### config.mk
export PLATFORM = sky130hd
export DESIGN_NAME = grid_raycast_wall_columns
export DESIGN_NICKNAME = d
export VERILOG_FILES = /design/src/design/grc_pkg.sv /design/src/design/grc_cordic.sv /design/src/design/grc_div.sv /design/src/design/grc_sqrt.sv /design/src/design/grid_raycast_wall_columns.sv
export VERILOG_INCLUDE_DIRS = /design/src /design/src/design
export SDC_FILE = /design/constraint.sdc
export NUM_CORES = 2
export LEC_CHECK = 0
export ABC_AREA = 1
export BUFFER_PORTS_ARGS = -buffer_cell sky130_fd_sc_hd__buf_2
export CAP_MARGIN = 20
export CORE_ASPECT_RATIO = 0.9
export CORE_MARGIN = 8
export CORE_UTILIZATION = 40
export DETAILED_ROUTE_END_ITERATION = 8
export HOLD_SLACK_MARGIN = 0.15
export PLACE_DENSITY_LB_ADDON = 0.15
export SETUP_SLACK_MARGIN = 0.4
export SLEW_MARGIN = 20
export SYNTH_ARGS = -nofsm -noshare
export SYNTH_HDL_FRONTEND = slang
export SYNTH_SLANG_ARGS = --single-unit
### constraint.sdc
create_clock -name clk -period 19.9 [get_ports clk]
set_input_delay 2.985 -clock clk [delete_from_list [all_inputs] [get_ports clk]]
set_output_delay 2.985 -clock clk [all_outputs]
set_load 0.01 [all_outputs]
### src/design/assert_macros.svh
`ifndef ASSERT_MACROS_SVH
`define ASSERT_MACROS_SVH

// property must hold at every clock edge outside reset
`define GRC_ASSERT(lbl, prop, msg) \
  lbl: assert property (@(posedge clk) disable iff (rst) (prop)) else $error(msg);

// expression must never be true outside reset
`define GRC_NEVER(lbl, expr, msg) \
  lbl: assert property (@(posedge clk) disable iff (rst) !(expr)) else $error(msg);

`endif

### src/design/grc_pkg.sv
`default_nettype none
package grc_pkg;

  localparam int FRAC_BITS = 6;
  localparam int ANG_W     = 13;
  localparam int A_W       = 21;   // along-axis line coordinate, signed
  localparam int B_W       = 36;   // across-axis coordinate after divide, signed
  localparam int HC_W      = 18;   // stored hit coordinate
  localparam int M_W       = 21;   // multiplier operand
  localparam int P_W       = 42;   // multiplier product
  localparam int DIV_W     = 34;   // divider dividend / quotient
  localparam int DVS_W     = 22;   // divider divisor
  localparam int SQ_W      = 36;   // sqrt radicand
  localparam int RT_W      = 18;   // sqrt root

  localparam logic [ANG_W-1:0] TURN     = 13'd5760;
  localparam logic [ANG_W-1:0] HALF     = 13'd2880;
  localparam logic [ANG_W-1:0] QUARTER  = 13'd1440;
  localparam logic [ANG_W-1:0] Q3       = 13'd4320;
  localparam logic [ANG_W-1:0] HALF_FOV = 13'd480;
  localparam logic [ANG_W:0]   RA_OFS   = 14'd5280;
  localparam logic [21:0]      DIST_MAX = 22'd4194303;
  localparam logic [15:0]      ONE_Q14  = 16'd16384;
  localparam logic [DIV_W-1:0] HT_NUM   = 34'd20480;
  localparam logic [8:0]       HT_MAX   = 9'd320;

  localparam logic [1:0] CFG_MAP_CELLS  = 2'd0;
  localparam logic [1:0] CFG_MAP_WIDTH  = 2'd1;
  localparam logic [1:0] CFG_MAP_HEIGHT = 2'd2;
  localparam logic [1:0] CFG_WALL_SCALE = 2'd3;

  typedef struct packed {
    logic [14:0] viewer_x;
    logic [14:0] viewer_y;
    logic [12:0] view_angle;
  } req_t;

  typedef struct packed {
    logic [5:0]         ray_index;
    logic [14:0]        hit_x;
    logic [14:0]        hit_y;
    logic               hit_side;
    logic [21:0]        corrected_distance;
    logic [8:0]         wall_height;
    logic signed [15:0] wall_top;
    logic               last_ray;
  } res_t;

  // CORDIC arctangents, 1/4096 degree
  function automatic logic signed [20:0] cordic_atan(input logic [3:0] i);
    logic signed [20:0] r;
    case (i)
      4'd0:  r = 21'sd184320;
      4'd1:  r = 21'sd108810;
      4'd2:  r = 21'sd57492;
      4'd3:  r = 21'sd29184;
      4'd4:  r = 21'sd14649;
      4'd5:  r = 21'sd7331;
      4'd6:  r = 21'sd3667;
      4'd7:  r = 21'sd1833;
      4'd8:  r = 21'sd917;
      4'd9:  r = 21'sd458;
      4'd10: r = 21'sd229;
      4'd11: r = 21'sd115;
      4'd12: r = 21'sd57;
      4'd13: r = 21'sd29;
      4'd14: r = 21'sd14;
      4'd15: r = 21'sd7;
      default: r = 21'sd0;
    endcase
    return r;
  endfunction

endpackage
`default_nettype wire

### src/design/grc_cordic.sv
`default_nettype none
module grc_cordic (
  input  wire logic                          clk,
  input  wire logic                          rst,
  input  wire logic                          start,
  input  wire logic [grc_pkg::ANG_W-1:0]     angle,
  output logic                               done,
  output logic signed [15:0]                 cos_q,
  output logic signed [15:0]                 sin_q
);
  import grc_pkg::*;

  logic signed [17:0] x, y, xs, ys;
  logic signed [20:0] z;
  logic [3:0]         i;
  logic               run;
  logic [1:0]         q;
  logic [1:0]         q_next;
  logic [ANG_W-1:0]   rem_next;
  logic signed [15:0] xc, yc;

  always_comb begin
    if (angle < QUARTER) begin
      q_next = 2'd0; rem_next = angle;
    end else if (angle < HALF) begin
      q_next = 2'd1; rem_next = angle - QUARTER;
    end else if (angle < Q3) begin
      q_next = 2'd2; rem_next = angle - HALF;
    end else begin
      q_next = 2'd3; rem_next = angle - Q3;
    end
    xs = x >>> i;
    ys = y >>> i;
  end

  always_ff @(posedge clk) begin
    if (rst) begin
      run  <= 1'b0;
      done <= 1'b0;
    end else begin
      done <= 1'b0;
      if (start) begin
        q   <= q_next;
        x   <= 18'sd9949;
        y   <= 18'sd0;
        z   <= signed'(21'({rem_next, 8'd0}));
        i   <= 4'd0;
        run <= 1'b1;
      end else if (run) begin
        if (z >= 0) begin
          x <= x - ys;
          y <= y + xs;
          z <= z - cordic_atan(i);
        end else begin
          x <= x + ys;
          y <= y - xs;
          z <= z + cordic_atan(i);
        end
        i <= i + 4'd1;
        if (i == 4'd15) begin
          run  <= 1'b0;
          done <= 1'b1;
        end
      end
    end
  end

  always_comb begin
    if (x < 0) xc = 16'sd0;
    else if (x > 18'sd16384) xc = signed'(ONE_Q14);
    else xc = x[15:0];
    if (y < 0) yc = 16'sd0;
    else if (y > 18'sd16384) yc = signed'(ONE_Q14);
    else yc = y[15:0];
    case (q)
      2'd0: begin cos_q = xc;  sin_q = yc;  end
      2'd1: begin cos_q = -yc; sin_q = xc;  end
      2'd2: begin cos_q = -xc; sin_q = -yc; end
      default: begin cos_q = yc; sin_q = -xc; end
    endcase
  end

endmodule
`default_nettype wire

### src/design/grc_div.sv
`default_nettype none
module grc_div (
  input  wire logic                         clk,
  input  wire logic                         rst,
  input  wire logic                         start,
  input  wire logic [grc_pkg::DIV_W-1:0]    dividend,
  input  wire logic [grc_pkg::DVS_W-1:0]    divisor,
  output logic                              done,
  output logic [grc_pkg::DIV_W-1:0]         quotient
);
  import grc_pkg::*;

  logic [DVS_W-1:0] rem;
  logic [DVS_W-1:0] dvs;
  logic [DVS_W:0]   shifted;
  logic [5:0]       cnt;
  logic             run;

  assign shifted = {rem, quotient[DIV_W-1]};

  always_ff @(posedge clk) begin
    if (rst) begin
      run  <= 1'b0;
      done <= 1'b0;
    end else begin
      done <= 1'b0;
      if (start) begin
        rem      <= '0;
        quotient <= dividend;
        dvs      <= divisor;
        cnt      <= '0;
        run      <= 1'b1;
      end else if (run) begin
        // restoring, one quotient bit per cycle
        if (shifted >= {1'b0, dvs}) begin
          rem      <= DVS_W'(shifted - {1'b0, dvs});
          quotient <= {quotient[DIV_W-2:0], 1'b1};
        end else begin
          rem      <= shifted[DVS_W-1:0];
          quotient <= {quotient[DIV_W-2:0], 1'b0};
        end
        cnt <= cnt + 6'd1;
        if (cnt == 6'(DIV_W - 1)) begin
          run  <= 1'b0;
          done <= 1'b1;
        end
      end
    end
  end

endmodule
`default_nettype wire

### src/design/grc_sqrt.sv
`default_nettype none
module grc_sqrt (
  input  wire logic                        clk,
  input  wire logic                        rst,
  input  wire logic                        start,
  input  wire logic [grc_pkg::SQ_W-1:0]    radicand,
  output logic                             done,
  output logic [grc_pkg::RT_W-1:0]         root
);
  import grc_pkg::*;

  localparam int REM_W = RT_W + 2;

  logic [SQ_W-1:0]    rad;
  logic [REM_W-1:0]   rem;
  logic [REM_W+1:0]   r2, trial;
  logic [4:0]         cnt;
  logic               run;

  assign r2    = {rem, rad[SQ_W-1 -: 2]};
  assign trial = (REM_W + 2)'({root, 2'b01});

  always_ff @(posedge clk) begin
    if (rst) begin
      run  <= 1'b0;
      done <= 1'b0;
    end else begin
      done <= 1'b0;
      if (start) begin
        rad  <= radicand;
        rem  <= '0;
        root <= '0;
        cnt  <= '0;
        run  <= 1'b1;
      end else if (run) begin
        // two radicand bits in, one root bit out
        if (r2 >= trial) begin
          rem  <= REM_W'(r2 - trial);
          root <= {root[RT_W-2:0], 1'b1};
        end else begin
          rem  <= REM_W'(r2);
          root <= {root[RT_W-2:0], 1'b0};
        end
        rad <= {rad[SQ_W-3:0], 2'b00};
        cnt <= cnt + 5'd1;
        if (cnt == 5'(RT_W - 1)) begin
          run  <= 1'b0;
          done <= 1'b1;
        end
      end
    end
  end

endmodule
`default_nettype wire

### src/design/grid_raycast_wall_columns.sv
`default_nettype none
`include "assert_macros.svh"
// Grid ray caster, wall columns.
// Write the map and wall scale through the cfg channel (cfg_index 0 map bits,
// 1 width, 2 height, 3 wall scale) while the block is idle; cfg_ready is always high.
// A frame request (viewer x/y, view angle) is taken when start is high and busy is
// low. The block then casts NUM_RAYS rays, left to right, and presents one result
// per ray on result with result_valid high for exactly one cycle; last_ray marks the
// final one, after which busy drops the next cycle. The receiver cannot stall.
// All work runs through one CORDIC, one restoring divider, one sqrt unit and one
// 21x21 multiplier under a sequencer, so rays are strictly one at a time.
// Per ray: ray sin/cos, then per grid step tried a multiply, divide start, divider
// run and wall check, up to 2*MAX_STEPS steps, with pass setup; a distance square
// root per pass that hits; the fisheye cosine when the ray hits; then the height
// divide (skipped for a zero distance) and emit. The divider sets the pace.
// Reset (rst, synchronous) returns the map to empty 8x8, wall scale 64, idle.
module grid_raycast_wall_columns #(
  parameter int NUM_RAYS   = 60,
  parameter int MAX_STEPS  = 8,
  parameter int TILE_SHIFT = 6
) (
  input  wire logic          clk,
  input  wire logic          rst,
  input  wire logic          start,
  output logic               busy,
  input  wire grc_pkg::req_t req,
  input  wire logic          cfg_valid,
  output logic               cfg_ready,
  input  wire logic [1:0]    cfg_index,
  input  wire logic [63:0]   cfg_data,
  output logic               result_valid,
  output grc_pkg::res_t      result
);
  import grc_pkg::*;

  localparam int TS_TOTAL = FRAC_BITS + TILE_SHIFT;
  localparam int KW = (MAX_STEPS > 1) ? $clog2(MAX_STEPS) : 1;
  localparam logic signed [A_W-1:0] TILE = A_W'(64'd1 << TS_TOTAL);

  localparam logic [4:0] S_IDLE  = 5'd0;
  localparam logic [4:0] S_RAY   = 5'd1;
  localparam logic [4:0] S_TRIG  = 5'd2;
  localparam logic [4:0] S_PASS  = 5'd3;
  localparam logic [4:0] S_MUL   = 5'd4;
  localparam logic [4:0] S_DIV   = 5'd5;
  localparam logic [4:0] S_DIVW  = 5'd6;
  localparam logic [4:0] S_CHK   = 5'd7;
  localparam logic [4:0] S_DIST  = 5'd8;
  localparam logic [4:0] S_DSQ   = 5'd9;
  localparam logic [4:0] S_DSUM  = 5'd10;
  localparam logic [4:0] S_SQW   = 5'd11;
  localparam logic [4:0] S_PICK  = 5'd12;
  localparam logic [4:0] S_CCOS  = 5'd13;
  localparam logic [4:0] S_CMUL  = 5'd14;
  localparam logic [4:0] S_CD    = 5'd15;
  localparam logic [4:0] S_HDIV  = 5'd16;
  localparam logic [4:0] S_HDIVW = 5'd17;
  localparam logic [4:0] S_EMIT  = 5'd18;

  logic [63:0] map_cells;
  logic [3:0]  map_width, map_height;
  logic [7:0]  wall_scale;

  logic [4:0]  state;
  logic [5:0]  ray;
  logic [ANG_W-1:0] ra, ca;
  logic [14:0] xq, yq;
  logic signed [15:0] c_r, s_r;
  logic        p, dp;
  logic [14:0] along, across;
  logic        dir;
  logic signed [15:0] num, den;
  logic signed [A_W-1:0] line;
  logic [KW-1:0] k;
  logic        qneg;
  logic signed [B_W-1:0] bq;
  logic [1:0]  hit;
  logic [HC_W-1:0] hitx [2];
  logic [HC_W-1:0] hity [2];
  logic [RT_W-1:0] ray_dist [2];
  logic [RT_W-1:0] dsel;
  logic [SQ_W-1:0] sq0;
  logic [14:0] cc;
  logic signed [P_W-1:0] prod;
  logic signed [M_W-1:0] mul_a, mul_b;

  logic [5:0]  out_ray;
  logic [14:0] out_x, out_y;
  logic        side;
  logic [21:0] cd;
  logic [8:0]  ht;
  logic signed [15:0] top;

  // pass setup
  logic        pass_en, pass_dir;
  logic [14:0] pass_along, pass_across;
  logic signed [15:0] pass_num, pass_den;
  logic signed [A_W-1:0] base;

  // shared units
  logic cor_start, cor_done;
  logic [ANG_W-1:0] cor_angle;
  logic signed [15:0] cor_c, cor_s;
  logic div_start, div_done;
  logic [DIV_W-1:0] div_num, div_q;
  logic [DVS_W-1:0] div_den;
  logic sq_start, sq_done;
  logic [RT_W-1:0] sq_root;

  logic signed [P_W-1:0] pm;
  logic [15:0] dm;
  logic signed [B_W-1:0] qs, a_ext, px, py;
  logic        wall_hit, side_w;
  logic [ANG_W:0] ra16, ra_init;
  logic [ANG_W-1:0] view_mod;
  logic [27:0] pr_sh;
  logic signed [24:0] tt;

  function automatic logic wall_at(input logic signed [B_W-1:0] wx,
                                   input logic signed [B_W-1:0] wy);
    logic [B_W-1:0] mx, my;
    logic [3:0] w, h;
    logic [6:0] idx;
    logic r;
    w = (map_width > 4'd8) ? 4'd8 : map_width;
    h = (map_height > 4'd8) ? 4'd8 : map_height;
    mx = B_W'(wx) >> TS_TOTAL;
    my = B_W'(wy) >> TS_TOTAL;
    idx = 7'(my[2:0]) * 7'(w) + 7'(mx[2:0]);
    r = 1'b0;
    if (!wx[B_W-1] && !wy[B_W-1] && mx < B_W'(w) && my < B_W'(h))
      r = map_cells[idx[5:0]];
    return r;
  endfunction

  grc_cordic u_cordic (
    .clk(clk), .rst(rst), .start(cor_start), .angle(cor_angle),
    .done(cor_done), .cos_q(cor_c), .sin_q(cor_s)
  );

  grc_div u_div (
    .clk(clk), .rst(rst), .start(div_start), .dividend(div_num),
    .divisor(div_den), .done(div_done), .quotient(div_q)
  );

  grc_sqrt u_sqrt (
    .clk(clk), .rst(rst), .start(sq_start), .radicand(sq0 + SQ_W'(prod)),
    .done(sq_done), .root(sq_root)
  );

  assign busy      = (state != S_IDLE);
  assign cfg_ready = 1'b1;

  always_comb begin
    if (!p) begin
      pass_en     = (ra != '0) && (ra != HALF) && (s_r != 16'sd0);
      pass_along  = yq;
      pass_across = xq;
      pass_dir    = (ra < HALF);
      pass_num    = c_r;
      pass_den    = s_r;
    end else begin
      pass_en     = (ra != QUARTER) && (ra != Q3) && (c_r != 16'sd0);
      pass_along  = xq;
      pass_across = yq;
      pass_dir    = (ra < QUARTER) || (ra > Q3);
      pass_num    = s_r;
      pass_den    = c_r;
    end
    base = (A_W'({1'b0, pass_along}) >>> TS_TOTAL) <<< TS_TOTAL;

    mul_a = '0;
    mul_b = '0;
    case (state)
      S_MUL: begin
        mul_a = line - A_W'({1'b0, along});
        mul_b = M_W'(num);
      end
      S_DIST: begin
        mul_a = M_W'({1'b0, hitx[dp]}) - M_W'({1'b0, xq});
        mul_b = mul_a;
      end
      S_DSQ: begin
        mul_a = M_W'({1'b0, hity[dp]}) - M_W'({1'b0, yq});
        mul_b = mul_a;
      end
      S_CMUL: begin
        mul_a = M_W'({1'b0, dsel});
        mul_b = M_W'({1'b0, cc});
      end
      default: ;
    endcase

    pm = prod[P_W-1] ? -prod : prod;
    dm = den[15] ? 16'(-den) : 16'(den);
    cor_start = (state == S_RAY) || (state == S_PICK && hit != 2'b00);
    cor_angle = (state == S_PICK) ? ca : ra;
    div_start = (state == S_DIV) || (state == S_HDIV && cd != '0);
    div_num   = (state == S_DIV) ? DIV_W'(pm[DIV_W-1:0]) : DIV_W'(wall_scale) * HT_NUM;
    div_den   = (state == S_DIV) ? DVS_W'(dm) : DVS_W'(cd);
    sq_start  = (state == S_DSUM);

    qs    = qneg ? -B_W'(div_q) : B_W'(div_q);
    a_ext = B_W'(line);
    px    = p ? a_ext : bq;
    py    = p ? bq : a_ext;
    wall_hit = wall_at(px, py);
    side_w   = hit[1] && (!hit[0] || ray_dist[1] < ray_dist[0]);

    view_mod = (req.view_angle >= TURN) ? req.view_angle - TURN : req.view_angle;
    ra_init  = {1'b0, view_mod} + RA_OFS;
    ra16     = {1'b0, ra} + 14'd16;
    pr_sh    = 28'(prod[P_W-1:14]);
    tt       = 25'sd160 - signed'(25'(div_q[DIV_W-1:1]));
  end

  always_ff @(posedge clk) begin
    prod <= mul_a * mul_b;
  end

  always_ff @(posedge clk) begin
    if (rst) begin
      map_cells  <= '0;
      map_width  <= 4'd8;
      map_height <= 4'd8;
      wall_scale <= 8'd64;
    end else if (cfg_valid && cfg_ready) begin
      case (cfg_index)
        CFG_MAP_CELLS:  map_cells  <= cfg_data;
        CFG_MAP_WIDTH:  map_width  <= cfg_data[3:0];
        CFG_MAP_HEIGHT: map_height <= cfg_data[3:0];
        CFG_WALL_SCALE: wall_scale <= cfg_data[7:0];
        default: ;
      endcase
    end
  end

  always_ff @(posedge clk) begin
    if (rst) begin
      state <= S_IDLE;
      hit   <= 2'b00;
    end else begin
      case (state)
        S_IDLE: begin
          if (start) begin
            xq    <= req.viewer_x;
            yq    <= req.viewer_y;
            ra    <= (ra_init >= {1'b0, TURN}) ? ANG_W'(ra_init - {1'b0, TURN})
                                               : ANG_W'(ra_init);
            ca    <= HALF_FOV;
            ray   <= '0;
            state <= S_RAY;
          end
        end
        S_RAY: begin
          hit   <= 2'b00;
          state <= S_TRIG;
        end
        S_TRIG: begin
          if (cor_done) begin
            c_r   <= cor_c;
            s_r   <= cor_s;
            p     <= 1'b0;
            state <= S_PASS;
          end
        end
        S_PASS: begin
          if (pass_en) begin
            along  <= pass_along;
            across <= pass_across;
            dir    <= pass_dir;
            num    <= pass_num;
            den    <= pass_den;
            line   <= pass_dir ? base + TILE : base - A_W'(1);
            k      <= '0;
            state  <= S_MUL;
          end else if (!p) begin
            p <= 1'b1;
          end else begin
            dp    <= 1'b0;
            state <= S_DIST;
          end
        end
        S_MUL: state <= S_DIV;
        S_DIV: begin
          qneg  <= prod[P_W-1] ^ den[15];
          state <= S_DIVW;
        end
        S_DIVW: begin
          if (div_done) begin
            bq    <= B_W'(signed'({1'b0, across})) + qs;
            state <= S_CHK;
          end
        end
        S_CHK: begin
          if (wall_hit || k == KW'(MAX_STEPS - 1)) begin
            if (wall_hit) begin
              hit[p]  <= 1'b1;
              hitx[p] <= px[HC_W-1:0];
              hity[p] <= py[HC_W-1:0];
            end
            if (!p) begin
              p     <= 1'b1;
              state <= S_PASS;
            end else begin
              dp    <= 1'b0;
              state <= S_DIST;
            end
          end else begin
            k     <= k + KW'(1);
            line  <= dir ? line + TILE : line - TILE;
            state <= S_MUL;
          end
        end
        S_DIST: begin
          if (hit[dp]) begin
            state <= S_DSQ;
          end else if (!dp) begin
            dp <= 1'b1;
          end else begin
            state <= S_PICK;
          end
        end
        S_DSQ: begin
          sq0   <= SQ_W'(prod);
          state <= S_DSUM;
        end
        S_DSUM: state <= S_SQW;
        S_SQW: begin
          if (sq_done) begin
            ray_dist[dp] <= sq_root;
            if (dp) begin
              state <= S_PICK;
            end else begin
              dp    <= 1'b1;
              state <= S_DIST;
            end
          end
        end
        S_PICK: begin
          side <= side_w;
          dsel <= side_w ? ray_dist[1] : ray_dist[0];
          if (hit == 2'b00) begin
            out_x <= xq;
            out_y <= yq;
            cd    <= DIST_MAX;
            state <= S_HDIV;
          end else begin
            out_x <= (hitx[side_w] > HC_W'(32767)) ? 15'd32767 : hitx[side_w][14:0];
            out_y <= (hity[side_w] > HC_W'(32767)) ? 15'd32767 : hity[side_w][14:0];
            state <= S_CCOS;
          end
        end
        S_CCOS: begin
          if (cor_done) begin
            cc    <= (cor_c < 0) ? 15'd0 : cor_c[14:0];
            state <= S_CMUL;
          end
        end
        S_CMUL: state <= S_CD;
        S_CD: begin
          cd    <= (pr_sh > 28'(DIST_MAX)) ? DIST_MAX : pr_sh[21:0];
          state <= S_HDIV;
        end
        S_HDIV: begin
          if (cd == '0) begin
            ht    <= HT_MAX;
            top   <= -16'sd32768;
            state <= S_EMIT;
          end else begin
            state <= S_HDIVW;
          end
        end
        S_HDIVW: begin
          if (div_done) begin
            ht    <= (div_q > DIV_W'(HT_MAX)) ? HT_MAX : div_q[8:0];
            top   <= (tt < -25'sd32768) ? -16'sd32768 : tt[15:0];
            state <= S_EMIT;
          end
        end
        S_EMIT: begin
          if (ray == 6'(NUM_RAYS - 1)) begin
            state <= S_IDLE;
          end else begin
            ray   <= ray + 6'd1;
            ra    <= (ra16 >= {1'b0, TURN}) ? ANG_W'(ra16 - {1'b0, TURN}) : ANG_W'(ra16);
            ca    <= (ca < 13'd16) ? ca + TURN - 13'd16 : ca - 13'd16;
            state <= S_RAY;
          end
        end
        default: state <= S_IDLE;
      endcase
    end
  end

  assign out_ray      = ray;
  assign result_valid = (state == S_EMIT);
  assign result.ray_index          = out_ray;
  assign result.hit_x              = out_x;
  assign result.hit_y              = out_y;
  assign result.hit_side           = side;
  assign result.corrected_distance = cd;
  assign result.wall_height        = ht;
  assign result.wall_top           = top;
  assign result.last_ray           = (ray == 6'(NUM_RAYS - 1));

  `GRC_ASSERT(a_result_in_frame, result_valid |-> busy, "result outside a frame")
  `GRC_ASSERT(a_last_ends, (result_valid && result.last_ray) |=> !busy,
              "frame did not end after last ray")
  `GRC_ASSERT(a_start_takes, (start && !busy) |=> busy, "request not taken")
  `GRC_NEVER(a_height_clamp, result_valid && result.wall_height > 9'd320,
             "wall height above clamp")

endmodule
`default_nettype wire

# Word level (Yosys, flattened, before mapping)
# Memories as Yosys holds them, arrays and structs flattened. A register that Yosys moved wholly into a read port is not among the register bits.
# Index checks and enable logic that the tools add are counted.
# totals
word_cells	420
romBits	576
regBits	728
ramBits	108
inputBits	113
memories	5
# memory_table
memory	depth	width	read_ports	rd_clocked_by_memory_dff	write_ports	line	rtl
(no name shown)	16	18	1	1	0	grc_pkg.sv:52	case (i)
(no name shown)	16	18	1	1	0	grc_pkg.sv:52	
hitx	2	18	2	1	1	grid_raycast_wall_columns.sv:78	logic [HC_W-1:0] hitx [2];
hity	2	18	2	1	1	grid_raycast_wall_columns.sv:79	logic [HC_W-1:0] hity [2];
ray_dist	2	18	2	0	1	grid_raycast_wall_columns.sv:80	logic [RT_W-1:0] ray_dist [2];
# op_classes
shifts	2
addsub	40
mul	3
bitwise	6
eq_ne	48
mux	159
n_reduce_logical	69
order_cmp	32
# ops
op	count
2-to-1 mux 21 bit	15
2-to-1 mux 36 bit	5
2-to-1 mux 16 bit	11
one-hot mux 21 bit (4 select lines)	2
2-to-1 mux 13 bit	12
2-to-1 mux 34 bit	4
2-to-1 mux 18 bit	6
one-hot mux 16 bit (3 select lines)	2
one-hot mux 5 bit (19 select lines)	1
2-to-1 mux 15 bit	6
2-to-1 mux 22 bit	4
2-to-1 mux 5 bit	13
one-hot mux 13 bit (2 select lines)	2
subtractor 13 bit (second input constant)	4
< comparator 24 x 4 -> 1 bit	2
negator 16 bit	3
one-hot mux 22 bit (2 select lines)	1
2-to-1 mux 1 bit	43
multiplier 21 x 21 -> 42 bit	1
one-hot mux 21 bit (2 select lines)	1
== test 5 x 4 -> 1 bit (second input constant)	8
2-to-1 mux 20 bit	2
subtractor 18 x 15 -> 19 bit	2
adder 16 x 36 -> 36 bit	1
other kinds (104)	208

# Longest topological paths before layout
# depth
depth_word	12
ltp_mapped	51
depth_no_buf	48

# Hierarchy
# A second synthesis with hierarchy kept.
# unflattened
cells_unflattened	9132
hier_area_um2	71671.2
# by_module_without_submodules
mod	n_inst	area_per_inst_um2	cells_per_inst
grid_raycast_wall_columns	1	50702.4	6106
grc_cordic	1	10961.8	1778
grc_div	1	5091.1	636
grc_sqrt	1	4916.0	612

# Worst setup path before layout
# OpenSTA, ideal clock, no wires.
# synth_timing
path_type	input port to flip-flop
from	in rst
to	reg u_sqrt.cnt[0] (enable)
t_required_ns	19.274
arrival_time_ns	8.954
setup_ns	0.626
setup_slack_ns	10.320
path_stages	3
cell_sequence	buf_2 -> clkbuf_1 -> o21ai_0
# synth_between
elab_chain_cells	2
# synth_rtl
element	line	rtl
from (decl)	grid_raycast_wall_columns.sv:23	input wire logic rst,
NOT 1 bit (no source line)	n/a	
AND reduction 2 bit (no source line)	n/a	
to (signal assigned)	grc_sqrt.sv:45	cnt <= cnt + 5'd1;
to (decl)	grc_sqrt.sv:17	logic [4:0] cnt;
# No other way between the ends.
# A chain may end at the register's enable or synchronous reset.

==> impl_metrics.csv <==
group,metric,value,unit
run_status,status,"finished, final reports clean",
placed_design,postPlaceCellArea,74300,um2
sta,tns,0,ns
setup_path,cp_data_required_time,20.53,ns
floorplanning,die_y,415,um
floorplanning,die_area,191000,um2
setup_path,critical_path_class,"flip-flop to flip-flop",
setup_path,critPathMaxStageDelay,0.86,ns
synthesis,ys_warn_count,0,
setup_path,path_max_fanout,72,
sta,post-route-period-util,0.533,
setup_path,worst_setup_path_start_kind,"flip-flop",
synthesis,synthCells,8789,
placed_design,gp_congestion,0.953,
sta,clock.fmax,94.3,MHz
sta,skew,0.0741,ns
placed_design,io_buffers,199,
sta,min_period,10.60,ns
global_route,gr-total-overflow,0,
route,drt_wl_total,233000,um
sta,slew_violations,0,
cts,clock_sinks,840,
synthesis,synthesis.nets,9766,
floorplanning,die_w,459,um
cells_and_area,fin_nets,9885,
route,wl_met2,104000,um
pwr,p_leak,36.0,nW
synthesis,synth_seq_cells,840,
cells_and_area,drive_above_1_share,0.0777,
synthesis,ys_seq_area_frac,0.335,
synthesis,synth-edff-count,686,
synthesis,synthAdderAreaFrac,0.203,
global_route,grt_antenna_before_repair,11,
cells_and_area,synthToLayoutAreaGrowth,9.86,%
synthesis,synth_top_family_by_area,"simple AND/OR/NAND/NOR gates",
pwr,irDropWorstVdd,0.000143,V
route,met3WireLength,14500,um
cts,cts_root_buf,"clkbuf_16",
synthesis,ys.flop_type,"edfxtp_1",
synthesis,yosys.area_share.simple,0.208,
cts,clockBufferDepth,3,
cts,post_cts_resized,0,
sta,maxSlewHeadroom,0.217,
global_route,grt_first_pass_wirelength,354000,um
floorplanning,ioPinCount,201,
cts,path_clk_slew,0.07,ns
run,drv_cap,0,
floorplanning,rows,146,
synthesis,muxShareOfSynthArea,0,
synthesis,async_reset_ff_frac,0,
route,drt-pass1-iter-count,6,
route,routedLengthMet1,104000,um
synthesis,netlist_area,70700,um2
placed_design,hpwl,184000,um
synthesis,synth_compound_area_frac,0.121,
setup_path,crit_top_cell,"nand2_1",
route,num_vias,59500,
setup_path,critPathArrivalTime,11.23,ns
setup_path,crit_slowest_cell,"fa_1",
pwr,power.density,96.5,nW/um2
synthesis,syn_area_per_cell,8.05,um2
cts,cts_hold_buf,0,
cells_and_area,fin_area,77700,um2
route,postRouteAntennaNets,0,
global_route,grt_max_degree,83,
cts,clk_latency,0.76,ns
route,drt_iter0_markers,5472,
floorplanning,initial_core_util,0.402,
route,drc_errors,0,
synthesis,ys_types,84,
pwr,power,7.50,mW
sta,rsz0062_at_grt,"false",
cts,cts_tree,"yes",
min_path,hp-class,"flip-flop to flip-flop",
global_route,grt_usage,0.238,
sta,tightest_slew,1.17,ns
setup_path,end_kind,"flip-flop",
route,routedWlPerCell,20.5,um
route,vias_per_cell,5.23,
sta,final_hold_viol_count,0,
cts,cts_buffers,97,
synthesis,yosys.area_share.xor_xnor,0.0361,
global_route,grt_pass1_vias,58400,
cts,htree_levels,3,
cts,cts_setup_buffers,0,
sta,setup_violations,0,
floorplanning,core-area,176000,um2
route,highest_layer,"met5",
cells_and_area,final_util,0.442,
==> sequential cells by signal, indices dropped and copies added, names as in the netlist, 16 cells and up, named ones only <==
| register | cells |
|---|---|
| bq | 36 |
| c_r | 16 |
| cd | 22 |
| den | 16 |
| dsel | 18 |
| hitx | 36 |
| hity | 36 |
| map_cells | 64 |
| num | 16 |
| prod | 42 |
| ray_dist | 36 |
| s_r | 16 |
| sq0 | 36 |
| top | 16 |
| u_cordic.x | 18 |
| u_cordic.y | 18 |
| u_cordic.z | 21 |
| u_div.dvs | 22 |
| u_div.quotient | 34 |
| u_div.rem | 22 |
| u_sqrt.rad | 36 |
| u_sqrt.rem | 20 |
| u_sqrt.root | 18 |
==> layout make-up <==
type,instances,area (um2)
fill,17700,98000
multi-input combinational,6170,40300
sequential,840,23700
inverter,1517,5700
tap,2368,2960
clock buffer,124,2740
timing repair buffer,282,1660
clock inverter,60,653
antenna,3,7.51
==> placed cells by master, fill, tap and decap left out, types with 17 or more instances in the layout <==
cell type	Yosys	routed
o2111ai_1	17	17
o21ai_1	66	66
nor3_1	79	77
clkbuf_16	0	104
buf_4	12	79
o21ai_0	662	661
dfxtp_1	154	153
xor2_1	181	181
nand2_2	29	30
o22ai_1	24	24
o211ai_1	36	36
o21ai_2	23	23
nand2_1	1836	1835
o21a_1	21	21
clkinv_1	8	18
ha_1	392	392
inv_1	1463	1461
nor2_1	877	864
nand3_1	412	412
inv_2	44	46
o31ai_1	18	18
nand4_1	86	86
a21oi_1	500	498
edfxtp_1	686	686
or2_2	28	28
nor2_2	25	28
fa_1	472	472
buf_2	84	199
xnor2_1	96	96
nor2_4	24	34
a21o_1	31	31
nor4_1	42	38
a31oi_1	38	38
==> cell families (layout without fill, tap and decap cells) <==
family                   after synthesis  in the layout
AO/OA/AOI/OAI                       1532           1532
XOR/XNOR                             285            285
adder cells (fa/ha/maj)              864            864
buffers and inverters               1779           1983
flip-flops                           840            840
other                                  1              4
AND/OR/NAND/NOR                     3488           3488
==> layer usage <==
metal	vias to the layer above	track usage
met5	-	0
met3	353	0.0300
met4	4	0.0871
li1	28800	-
met2	1841	0.381
met1	28500	0.330
==> final timing paths <==
| path | slack [ns] | cells past startpoint | endpoint | startpoint |
|---|---|---|---|---|
| setup / recovery | 9.30 | 43 | prod[41] | flip-flop |
| hold / removal | 0.47 | 2 | wall_scale[1] | wall_scale[1] |
| setup reg to reg | 9.30 | 43 | prod[41] | flip-flop |
| hold reg to reg | 0.47 | 2 | wall_scale[1] | wall_scale[1] |
==> cells in the mapped netlist, types with 25 or more instances <==
library cell | count | area share
a21o_1 | 31 | 0.0033
a21oi_1 | 500 | 0.035
a31oi_1 | 38 | 0.0034
buf_2 | 84 | 0.0059
clkbuf_1 | 142 | 0.0075
dfxtp_1 | 154 | 0.044
edfxtp_1 | 686 | 0.29
fa_1 | 472 | 0.13
ha_1 | 392 | 0.069
inv_1 | 1463 | 0.078
inv_2 | 44 | 0.0023
nand2_1 | 1836 | 0.097
nand2_2 | 29 | 0.0026
nand3_1 | 412 | 0.029
nand4_1 | 86 | 0.0076
nor2_1 | 877 | 0.047
nor2_2 | 25 | 0.0022
nor3_1 | 79 | 0.0056
nor4_1 | 42 | 0.0037
o211ai_1 | 36 | 0.0038
o21ai_0 | 662 | 0.047
o21ai_1 | 66 | 0.0047
or2_2 | 28 | 0.0025
xnor2_1 | 96 | 0.012
xor2_1 | 181 | 0.022
==> critical path: cells and delay by family, from the launching register on <==
kind | cells | cell delay (ns)
compound gates | 6 | 1.43
simple gates | 16 | 1.60
flops | 1 | 0.31
fa+ha+maj | 10 | 5.14
buf+inv | 11 | 1.91
==> power by group <==
group	leakage, nW	internal, mW	switching [mW]	total, mW
clock network	1.64	1.07	0.826	1.90
registers	7.41	2.17	0.154	2.33
logic	26.9	1.09	2.18	3.27
==> stage by stage <==
step	setup slack, ns	hold slack [ns]	std cells
3_5_place_dp	9.35	0.467	11200
4_1_cts	9.33	0.476	11400
6_report	9.30	0.473	11400
5_1_grt	8.45	0.506	11400
2_1_floorplan	10.32	0.423	8789
3_3_place_gp	9.52	0.467	11200
Power figures use the tool's default switching activity.
